`src/rtl/fbfr_pkg.sv`:
```
package fbfr_pkg;

  localparam int unsigned WordW    = 16;
  localparam int unsigned ByteW    = 8;
  localparam int unsigned HdrWords = 4;

  // configuration register indexes
  localparam logic [1:0] CfgSyncFirst  = 2'd0;
  localparam logic [1:0] CfgSyncSecond = 2'd1;
  localparam logic [1:0] CfgMarker     = 2'd2;

  localparam logic [WordW-1:0] SyncFirstRst  = 16'h6789;
  localparam logic [WordW-1:0] SyncSecondRst = 16'hABCD;
  localparam logic [ByteW-1:0] MarkerRst     = 8'hEF;

  // header word positions
  localparam logic [1:0] HdrSync0  = 2'd0;
  localparam logic [1:0] HdrSync1  = 2'd1;
  localparam logic [1:0] HdrMarker = 2'd2;
  localparam logic [1:0] HdrSum    = 2'd3;

  localparam logic [ByteW-1:0] SumBias = 8'd3;

  typedef enum logic [1:0] {
    STAT_WORD   = 2'd0,
    STAT_OK     = 2'd1,
    STAT_CSUM   = 2'd2,
    STAT_HEADER = 2'd3
  } status_e;

  typedef struct packed {
    logic             seed;
    logic [ByteW-1:0] seed_val;
    logic             step;
    logic [ByteW-1:0] step_byte;
  } sum_cmd_t;

endpackage

```
`src/rtl/fbfr_sum_unit.sv`:
```
module fbfr_sum_unit (
  input  logic                          clk_i,
  input  logic                          rst_ni,
  input  fbfr_pkg::sum_cmd_t            cmd_i,
  output logic [fbfr_pkg::WordW-1:0]    sum_o,
  output logic [fbfr_pkg::WordW-1:0]    sum_next_o
);

  logic [fbfr_pkg::WordW-1:0] sum_q, sum_d;
  logic [fbfr_pkg::WordW-1:0] add_t;
  logic [fbfr_pkg::WordW-1:0] mul_t;

  // one checksum byte: (sum + byte + 3) * 19, modulo 2^16
  always_comb begin
    add_t = sum_q + fbfr_pkg::WordW'(cmd_i.step_byte)
          + fbfr_pkg::WordW'(fbfr_pkg::SumBias);
    mul_t = (add_t << 4) + (add_t << 1) + add_t;
    sum_d = sum_q;
    if (cmd_i.seed) begin
      sum_d = fbfr_pkg::WordW'(cmd_i.seed_val);
    end else if (cmd_i.step) begin
      sum_d = mul_t;
    end
  end

  always_ff @(posedge clk_i or negedge rst_ni) begin
    if (!rst_ni) begin
      sum_q <= '0;
    end else begin
      sum_q <= sum_d;
    end
  end

  assign sum_o      = sum_q;
  assign sum_next_o = sum_d;

endmodule

```
`src/rtl/fsk_block_frame_receiver_unit.sv`:
```
// Channel   Dir  Handshake              Payload
// s_axis    in   tvalid/tready          tdata: expected_block[7:0], rx_word[23:8]
// m_axis    out  tvalid/tready          tdata: data_word; tuser: frame_status; tlast
// cfg       in   cfg_valid/cfg_ready    cfg_index (0..2), cfg_data (low bits kept)
//
// Header words are checked in the accept cycle; a rejected header loads its result in the accept
// cycle, or waits in the hold state while the output register is full.
// Payload words: the shared checksum unit folds in the high byte in the accept cycle and
// the low byte in the next, posting the result then, or from the hold state while the output register is full.
// A result waiting at m_axis does not stop the next request being taken; the
// sequencer only holds when it has a new result and the output register is full.
// Reset clears position, checksum and output valid; registers return to defaults.
module fsk_block_frame_receiver_unit #(
  parameter int unsigned DATA_WORDS = 16
) (
  input  logic        clk_i,
  input  logic        rst_ni,
  input  logic        s_axis_tvalid,
  output logic        s_axis_tready,
  input  logic [23:0] s_axis_tdata,   // [7:0] expected_block, [23:8] rx_word
  output logic        m_axis_tvalid,
  input  logic        m_axis_tready,
  output logic [15:0] m_axis_tdata,   // [15:0] data_word
  output logic [1:0]  m_axis_tuser,   // [1:0] frame_status
  output logic        m_axis_tlast,   // frame_end
  input  logic        cfg_valid,
  output logic        cfg_ready,
  input  logic [1:0]  cfg_index,
  input  logic [15:0] cfg_data
);

  localparam int unsigned PosW = $clog2(DATA_WORDS + fbfr_pkg::HdrWords);
  localparam logic [PosW-1:0] LastPos = PosW'(DATA_WORDS + fbfr_pkg::HdrWords - 1);
  localparam logic [PosW-1:0] HdrEnd  = PosW'(fbfr_pkg::HdrWords);

  typedef enum logic [2:0] {
    ST_IDLE = 3'b001,
    ST_LO   = 3'b010,
    ST_OUT  = 3'b100
  } state_e;

  state_e state_q, state_d;

  logic [15:0]     sync_first_q, sync_second_q;
  logic [7:0]      marker_q;
  logic [PosW-1:0] pos_q, pos_d;
  logic            hdr_ok_q, hdr_ok_d;
  logic            reject_q, reject_d;
  logic [15:0]     sent_q, sent_d;
  logic [15:0]     word_q, word_d;

  logic            out_valid_q;
  logic [15:0]     out_word_q;
  logic [1:0]      out_stat_q;
  logic            out_end_q;

  logic            load;
  logic [15:0]     ld_word;
  fbfr_pkg::status_e ld_stat;
  logic            ld_end;

  fbfr_pkg::sum_cmd_t    cmd;
  logic [15:0]     sum_q, sum_next, fin_sum;
  logic            can_load, accept, is_last;
  logic [7:0]      in_blk;
  logic [15:0]     in_word;

  assign in_blk   = s_axis_tdata[7:0];
  assign in_word  = s_axis_tdata[23:8];
  assign can_load = !out_valid_q || m_axis_tready;
  assign s_axis_tready = (state_q == ST_IDLE);
  assign accept   = s_axis_tvalid && s_axis_tready;
  assign is_last  = (pos_q == LastPos);
  assign cfg_ready = 1'b1;

  fbfr_sum_unit u_sum (
    .clk_i      (clk_i),
    .rst_ni     (rst_ni),
    .cmd_i      (cmd),
    .sum_o      (sum_q),
    .sum_next_o (sum_next)
  );

  always_comb begin
    state_d  = state_q;
    pos_d    = pos_q;
    hdr_ok_d = hdr_ok_q;
    reject_d = reject_q;
    sent_d   = sent_q;
    word_d   = word_q;
    cmd      = '0;
    load     = 1'b0;
    ld_word  = word_q;
    ld_stat  = fbfr_pkg::STAT_WORD;
    ld_end   = 1'b0;
    fin_sum  = sum_q;

    case (state_q)
      ST_IDLE: begin
        if (accept) begin
          if (pos_q < HdrEnd) begin
            pos_d = pos_q + PosW'(1);
            case (pos_q[1:0])
              fbfr_pkg::HdrSync0: begin
                if (in_word != sync_first_q) hdr_ok_d = 1'b0;
              end
              fbfr_pkg::HdrSync1: begin
                if (in_word != sync_second_q) hdr_ok_d = 1'b0;
              end
              fbfr_pkg::HdrMarker: begin
                if (in_word[15:8] != marker_q || in_word[7:0] != in_blk) hdr_ok_d = 1'b0;
                cmd.seed     = 1'b1;
                cmd.seed_val = in_blk;
              end
              fbfr_pkg::HdrSum: begin
                sent_d = in_word;
                if (!hdr_ok_q) begin
                  // reject the header and hunt again
                  pos_d    = '0;
                  hdr_ok_d = 1'b1;
                  ld_word  = '0;
                  ld_stat  = fbfr_pkg::STAT_HEADER;
                  ld_end   = 1'b1;
                  if (can_load) begin
                    load = 1'b1;
                  end else begin
                    reject_d = 1'b1;
                    state_d  = ST_OUT;
                  end
                end
              end
              default: ;
            endcase
          end else begin
            // high byte goes through the unit now, low byte next cycle
            cmd.step      = 1'b1;
            cmd.step_byte = in_word[15:8];
            word_d        = in_word;
            state_d       = ST_LO;
          end
        end
      end
      ST_LO: begin
        cmd.step      = 1'b1;
        cmd.step_byte = word_q[7:0];
        fin_sum       = sum_next;
        if (can_load) begin
          load    = 1'b1;
          state_d = ST_IDLE;
        end else begin
          state_d = ST_OUT;
        end
      end
      ST_OUT: begin
        if (reject_q) begin
          ld_word = '0;
          ld_stat = fbfr_pkg::STAT_HEADER;
          ld_end  = 1'b1;
        end
        if (can_load) begin
          load     = 1'b1;
          reject_d = 1'b0;
          state_d  = ST_IDLE;
        end
      end
      default: begin
        state_d = ST_IDLE;
      end
    endcase

    // payload result, posted from the low-byte cycle or from the hold state
    if ((state_q == ST_LO) || ((state_q == ST_OUT) && !reject_q)) begin
      if (is_last) begin
        ld_stat = (fin_sum == sent_q) ? fbfr_pkg::STAT_OK : fbfr_pkg::STAT_CSUM;
        ld_end  = 1'b1;
        if (load) begin
          pos_d    = '0;
          hdr_ok_d = 1'b1;
        end
      end else if (load) begin
        pos_d = pos_q + PosW'(1);
      end
    end
  end

  always_ff @(posedge clk_i or negedge rst_ni) begin
    if (!rst_ni) begin
      state_q       <= ST_IDLE;
      pos_q         <= '0;
      hdr_ok_q      <= 1'b1;
      reject_q      <= 1'b0;
      sent_q        <= '0;
      out_valid_q   <= 1'b0;
      sync_first_q  <= fbfr_pkg::SyncFirstRst;
      sync_second_q <= fbfr_pkg::SyncSecondRst;
      marker_q      <= fbfr_pkg::MarkerRst;
    end else begin
      state_q  <= state_d;
      pos_q    <= pos_d;
      hdr_ok_q <= hdr_ok_d;
      reject_q <= reject_d;
      sent_q   <= sent_d;
      if (load) begin
        out_valid_q <= 1'b1;
      end else if (m_axis_tready) begin
        out_valid_q <= 1'b0;
      end
      if (cfg_valid && cfg_ready) begin
        case (cfg_index)
          fbfr_pkg::CfgSyncFirst:  sync_first_q  <= cfg_data;
          fbfr_pkg::CfgSyncSecond: sync_second_q <= cfg_data;
          fbfr_pkg::CfgMarker:     marker_q      <= cfg_data[7:0];
          default: ;
        endcase
      end
    end
  end

  always_ff @(posedge clk_i) begin
    word_q <= word_d;
    if (load) begin
      out_word_q <= ld_word;
      out_stat_q <= ld_stat;
      out_end_q  <= ld_end;
    end
  end

  assign m_axis_tvalid = out_valid_q;
  assign m_axis_tdata  = out_word_q;
  assign m_axis_tuser  = out_stat_q;
  assign m_axis_tlast  = out_end_q;

endmodule

```
`config.mk`:
```
export PLATFORM = sky130hd
export DESIGN_NAME = fsk_block_frame_receiver_unit
export DESIGN_NICKNAME = d
export VERILOG_FILES = /design/src/rtl/fbfr_pkg.sv /design/src/rtl/fbfr_sum_unit.sv /design/src/rtl/fsk_block_frame_receiver_unit.sv
export SDC_FILE = /design/constraint.sdc
export NUM_CORES = 1
export LEC_CHECK = 0
export BUFFER_PORTS_ARGS = -buffer_cell sky130_fd_sc_hd__buf_2
export CAP_MARGIN = 0
export CORE_UTILIZATION = 60
export CTS_CLUSTER_DIAMETER = 40
export DETAILED_ROUTE_END_ITERATION = 7
export HOLD_SLACK_MARGIN = 0.15
export PLACE_DENSITY = 0.8
export SYNTH_ARGS = -nofsm -noshare
export SYNTH_HDL_FRONTEND = slang
export SYNTH_SLANG_ARGS = --single-unit
```
`constraint.sdc`:
```
create_clock -name clk_i -period 9.7 [get_ports clk_i]
set_input_delay 2.425 -clock clk_i [delete_from_list [all_inputs] [get_ports clk_i]]
set_output_delay 2.425 -clock clk_i [all_outputs]
set_load 0.01 [all_outputs]
```
==> metrics.md, run 1 <==
| Metric | Value |
|---|---|
| Status | finished clean |
| Cell family with most CP delay | compound AO/OA/AOI/OAI gates |
| Commonest non-fill, non-tap cells in the layout | 66 x buf_2, 61 x xnor2_1, 56 x mux2_2, 56 x dfrtp_1, 44 x nor2_1 |
| Asr flop ratio synth | 0.703 |
| Slew Limit Fails | 0 |
| CTS root buf | clkbuf_16 |
| Die area | 12,900 um2 |
| CTS sink cnt | 118 |
| Io pins | 69 |
| Total GRT Usage | 0.331 |
| Distinct cells, synth | 61 |
| Final Util | 0.714 |
| Post-route DRC | 0 |
| Most common cell after layout, fill and taps aside | buf_2 |
| Share of cells above drive strength 1 | 0.246 |
| Max clock buf depth | 2 |
| Latest clock arrival within the worst-skew pair | 0.42 ns |
| #FFs+latches synth | 118 |
| Crit path depth | 24 |
| Drt total wl | 20.2 mm |
| First-pass GRT wire length | 31.5 mm |
| Floorplan die width | 114 um |
| Worst Path Buf+Inv | 2 |
| Synth Flop Type | dfrtp_1 |
| Synth Cell Area | 7480 um2 |
| RSZ-0062 raised after global routing | no |
| Gr ovfl total | 0 |
| Drt wl/cell | 21.0 um |
| Initial antenna violation count | 0 |
| R2R depth | 24 |
| Hold buffers post-CTS | 0 |
| CP max stage cell | or4_1 |
| # rows | 40 |
| Post-route ant nets | 0 |
| Worst-Margin Slew | 1.04 ns |
| Core Box Area | 12,100 um2 |
| Setup tns final | 0 ns |
| Starting DRC count in detailed routing | 675 |
| Clock period minus worst slack | 8.55 ns |
| Vias in the first global route | 5,716 |
| CTS-repair resized insts | 0 |
| FMAX | 117 MHz |
| Max-cap violations | 0 |
| Type of origin of the critical path | primary input |
| Largest stage delay on the critical path | 0.52 ns |
| Worst hold path type | flip-flop to flip-flop |
| Placed instance count | 929 |
| Cell mode on critical path | ha_1 |
| H-tree levels | 4 |
| Crit Path Class | primary input to flip-flop |
| CP arrival | 8.72 ns |
| Cells on Worst Hold Path | 1 |
| TritonCTS clock tree | done |
| Post CTS Setup Buffer Count | 0 |
| Endpoints failing hold | 0 |
| Final Skew | 0.00744 ns |
| Height of the chip | 114 um |
| Clock buffer count from CTS | 17 |
| HPWL Detailed | 15.2 mm |
| Mapped Avg Cell Area | 10.5 um2 |
| Max-slew headroom | 0.309 |
| Initial Util | 0.621 |
| WP data required | 9.87 ns |
| EDFF count, synth | 35 |
| Met3 Use GR | 0.0701 |
| Synth Net Count | 808 |
| Crit path capture type | flip-flop |
| DRT Pass-1 Iters | 5 |
| Nets | 876 |
| Critical Path, Cell by Cell | buf_2 -> nand2_1 -> nor2_2 -> buf_4 -> a22o_1 -> ha_1 -> ha_1 -> and3_1 -> a221o_1 -> o21ai_0 -> xnor2_1 -> xor2_1 -> ha_1 -> a21o_1 -> ha_1 -> a21oi_1 -> o21ai_0 -> a21oi_1 -> a21oi_1 -> nand4b_1 -> or4_1 -> or4_1 -> a2111o_1 -> and2_1 |
| Clock transition at the registers of the reported paths | 0.05 ns |
| Met1 Track Usage GR | 0.438 |
| Cell Count, Final, Fillers Out | 961 |
| Synth Warn # | 0 |
| Vias per cell | 6.09 |
| # setup viols final | 0 |
| Largest net degree at the start of global routing | 72 |
| Syn Inst Count | 712 |
| Register area share after synthesis | 0.422 |
| IO buf count | 67 |
| Fin crit share | 0.881 |
| RD Place Congestion | 0.963 |
| Antenna cells | 0 |
| Met2 usage | 0.515 |
| Synth-to-layout area growth | 15.0% |
| Crit path max fanout | 14 |
| Gr busiest metal | met2 |
| Vias | 5,849 |
-- cell families after synthesis --
logic type / synth area share
flip-flops: 0.422
buffers and inverters: 0.0346
AO/OA/AOI/OAI: 0.122
AND/OR/NAND/NOR: 0.123
XOR/XNOR: 0.116
multiplexers: 0.0909
other: 0.000501
adder cells (fa/ha/maj): 0.0909
-- metal layers --
metal	share of wire	wire length, um
met3	0.063	1270
met1	0.44	8790
met2	0.46	9250
met4	0.043	870
met5	0	0
-- cell usage after synthesis, drive strengths merged, types with 2 or more instances --
master / n / area, um2
fa: 9 / 180
clkbuf: 21 / 78.8
and2: 20 / 125
dfstp: 27 / 709
a41oi: 2 / 17.5
nand3: 14 / 70.1
ha: 40 / 500
or3: 3 / 18.8
nor3: 11 / 66.3
a22o: 9 / 78.8
a21oi: 35 / 175
and3: 3 / 18.8
o21ai: 29 / 145
a211oi: 9 / 67.6
xor2: 38 / 333
mux2: 56 / 631
nor3b: 6 / 56.3
o221ai: 2 / 17.5
nor4: 9 / 56.3
a21o: 11 / 82.6
nand3b: 4 / 30.0
mux2i: 5 / 50.1
o21a: 2 / 15.0
nand2b: 3 / 18.8
or4: 2 / 15.0
dfrtp: 56 / 1400
o22ai: 3 / 18.8
o21bai: 2 / 15.0
a2111oi: 4 / 35.0
edfxtp: 35 / 1050
a31oi: 10 / 62.6
nand2: 41 / 154
nor2: 45 / 169
buf: 4 / 22.5
nand4: 12 / 75.1
xnor2: 61 / 534
inv: 42 / 158
a211o: 2 / 17.5
o211ai: 3 / 22.5
a22oi: 4 / 30.0
-- area by class of cell --
class	count	area [um2]
clock buffer	18	439
clock inverter	14	174
fill	888	3450
inverter	42	158
multi-input combinational	527	4080
sequential	118	3160
tap	168	210
timing repair buffer	74	390
-- flip-flops by register name, indices dropped and copies added, names as in the netlist, 2 cells and up --
signal         cells
sync_first_q      16
sent_q            16
u_sum.sum_o       16
marker_q           8
pos_q              5
state_q            3
m_axis_tdata      16
m_axis_tuser       2
sync_second_q     16
word_q            16
-- through the flow --
step	hold WS, ns	setup slack, ns	cell area, um2
after global routing	0.543	0.695	8610
final	0.512	1.15	8610
after floorplan	0.479	0.913	7480
after detailed placement	0.504	0.787	8000
after global placement	0.493	0.860	8000
after CTS	0.515	1.22	8610
-- final timing paths --
path / start / to / slack (ns)
worst max-delay path: s_axis_tvalid / m_axis_tuser[1] / 1.15
worst min-delay path: sent_q[15] / sent_q[15] / 0.51
min in group asynchronous: rst_ni / reject_q / 1.85
max in group asynchronous: rst_ni / sent_q[12] / 6.70
worst min register to register: sent_q[15] / sent_q[15] / 0.51
worst max register to register: state_q[0] / m_axis_tuser[1] / 2.28
Power of run 1 is left out: the tool's default activity adds up to more than one toggle a clock period on the data nets, which glitch-free logic cannot reach.
==> run 2: changes to the inputs <==
==> constraint.sdc (replaced) <==
create_clock -name clk_i -period 9.7 [get_ports clk_i]
set_input_delay 1.94 -clock clk_i [delete_from_list [all_inputs] [get_ports clk_i]]
set_output_delay 1.94 -clock clk_i [all_outputs]
set_load 0.01 [all_outputs]
==> run 2 against run 1 <==
Cell count decreased by 0.31%. Clock skew increased by 0.0029 ns. Critical path depth increased by 1. Die area unchanged. Non-clock buffer count decreased by 3. Register-to-register slack about the same. Critical path type unchanged. Largest cell class unchanged.
==> metrics.md, run 2 (synthesis results as in run 1) <==
| Metric | Value |
|---|---|
| R2R depth | 25 (was 24) |
| CTS sink cnt | 118 (unchanged) |
| Worst hold path type | flip-flop to flip-flop (unchanged) |
| # setup viols final | 0 (unchanged) |
| RD Place Congestion | 0.991 (was 0.963) |
| Hold path endpoint | sent_q[15] (unchanged) |
| Commonest non-fill, non-tap cells in the layout | 66 x buf_2, 61 x xnor2_1, 56 x mux2_2, 56 x dfrtp_1, 44 x nor2_1 (unchanged) |
| Critical R2R Capture | m_axis_tuser[1] (unchanged) |
| Drt wl/cell | 20.5 um (was 21.0 um) |
| Endpoints failing hold | 0 (unchanged) |
| Cell family with most CP delay | compound AO/OA/AOI/OAI gates (unchanged) |
| Clock period minus worst slack | 8.07 ns (was 8.55 ns) |
| Height of the chip | 114 um (unchanged) |
| Cell mode on critical path | a21oi_1 (was ha_1) |
| Setup tns final | 0 ns (unchanged) |
| Largest net degree at the start of global routing | 63 (was 72) |
| Worst Path Buf+Inv | 3 (was 2) |
| Final Skew | 0.0103 ns (was 0.00744 ns) |
| Hold Path Origin | sent_q[15] (unchanged) |
| Reg2reg start | state_q[0] (unchanged) |
| FMAX | 124 MHz (was 117 MHz) |
| Latest clock arrival within the worst-skew pair | 0.41 ns (was 0.42 ns) |
| Vias in the first global route | 5,709 (was 5,716) |
| Most common cell after layout, fill and taps aside | buf_2 (unchanged) |
| Clock transition at the registers of the reported paths | 0.06 ns (was 0.05 ns) |
| Reg2Reg Setup Slack | 2.27 ns (was 2.28 ns) |
| Die area | 12,900 um2 (unchanged) |
| Crit path max fanout | 25 (was 14) |
| Synth-to-layout area growth | 13.9% (was 15.0%) |
| Crit Path Class | primary input to flip-flop (unchanged) |
| Clock buffer count from CTS | 17 (unchanged) |
| Initial Util | 0.621 (unchanged) |
| Hold buffers post-CTS | 0 (unchanged) |
| DRT Pass-1 Iters | 7 (was 5) |
| Slew Limit Fails | 0 (unchanged) |
| RSZ-0062 raised after global routing | no (unchanged) |
| Vias | 5,848 (was 5,849) |
| Drt total wl | 19.6 mm (was 20.2 mm) |
| CTS-repair resized insts | 0 (unchanged) |
| Fill cell count | 849 (was 888) |
| Largest stage delay on the critical path | 0.53 ns (was 0.52 ns) |
| H-tree levels | 4 (unchanged) |
| Starting DRC count in detailed routing | 619 (was 675) |
| Total GRT Usage | 0.321 (was 0.331) |
| Fin crit share | 0.832 (was 0.881) |
| Nets | 873 (was 876) |
| WP data required | 9.87 ns (about the same) |
| Gr ovfl total | 0 (unchanged) |
| Status | finished clean (unchanged) |
| Initial antenna violation count | 0 (unchanged) |
| Worst-Margin Slew | 1.10 ns (was 1.04 ns) |
| Cells on Worst Hold Path | 1 (unchanged) |
| Antenna cells | 0 (unchanged) |
| HPWL Detailed | 14.7 mm (was 15.2 mm) |
| Crit path capture type | flip-flop (unchanged) |
| Max-cap violations | 0 (unchanged) |
| CP max stage cell | or4_1 (unchanged) |
| Vias per cell | 6.10 (was 6.09) |
| TritonCTS clock tree | done (unchanged) |
| Type of origin of the critical path | primary input (unchanged) |
| Max clock buf depth | 2 (unchanged) |
| Post-route DRC | 0 (unchanged) |
| Share of cells above drive strength 1 | 0.243 (was 0.246) |
| Post CTS Setup Buffer Count | 0 (unchanged) |
| CP arrival | 8.24 ns (was 8.72 ns) |
| # rows | 40 (unchanged) |
| First-pass GRT wire length | 30.7 mm (was 31.5 mm) |
| Core Box Area | 12,100 um2 (unchanged) |
| Floorplan die width | 114 um (unchanged) |
| Max-slew headroom | 0.267 (was 0.309) |
| CTS root buf | clkbuf_16 (unchanged) |
| Io pins | 69 (unchanged) |
| Post-route ant nets | 0 (unchanged) |
| IO buf count | 67 (unchanged) |
==> run 2: worst max-delay path by stage <==
stage	endpoint	start	slack (ns)	cells past startpoint
after floorplan	m_axis_tuser[1]	s_axis_tvalid	1.40	23
after global placement	m_axis_tuser[1]	s_axis_tvalid	1.48	25
after detailed placement	m_axis_tuser[1]	s_axis_tvalid	1.31	25
after CTS	m_axis_tuser[1]	s_axis_tvalid	1.70	25
after global routing	m_axis_tuser[1]	s_axis_tvalid	1.17	25
final	m_axis_tuser[1]	s_axis_tvalid	1.63	25
==> run 2: metrics by stage <==
step           utilization  instances  instance area (um2)  hold slack [ns]  setup WS [ns]
2_1_floorplan            -        712                 7480            0.479           1.40
3_3_place_gp         0.661        926                 7970            0.492           1.48
3_5_place_dp         0.661        926                 7970            0.495           1.31
4_1_cts              0.707        958                 8530            0.508           1.70
5_1_grt              0.707        958                 8530            0.527           1.17
6_report             0.707        958                 8530            0.506           1.63
==> run 2: area by class of cell <==
cell class | instances | area [um2] | area share
multi-input combinational | 527 | 4080 | 0.478
sequential | 118 | 3160 | 0.371
clock buffer | 17 | 425 | 0.0499
timing repair buffer | 71 | 368 | 0.0431
tap | 168 | 210 | 0.0247
inverter | 42 | 158 | 0.0185
clock inverter | 15 | 129 | 0.0151
==> run 2: routing by layer <==
metal	vias up	part of all wire	global-route usage
met5	-	0	0
met4	0	0.037	0.144
met3	53	0.075	0.0707
met2	308	0.46	0.505
met1	2805	0.42	0.427
li1	2682	-	-
Power of run 2 is left out for the same reason.
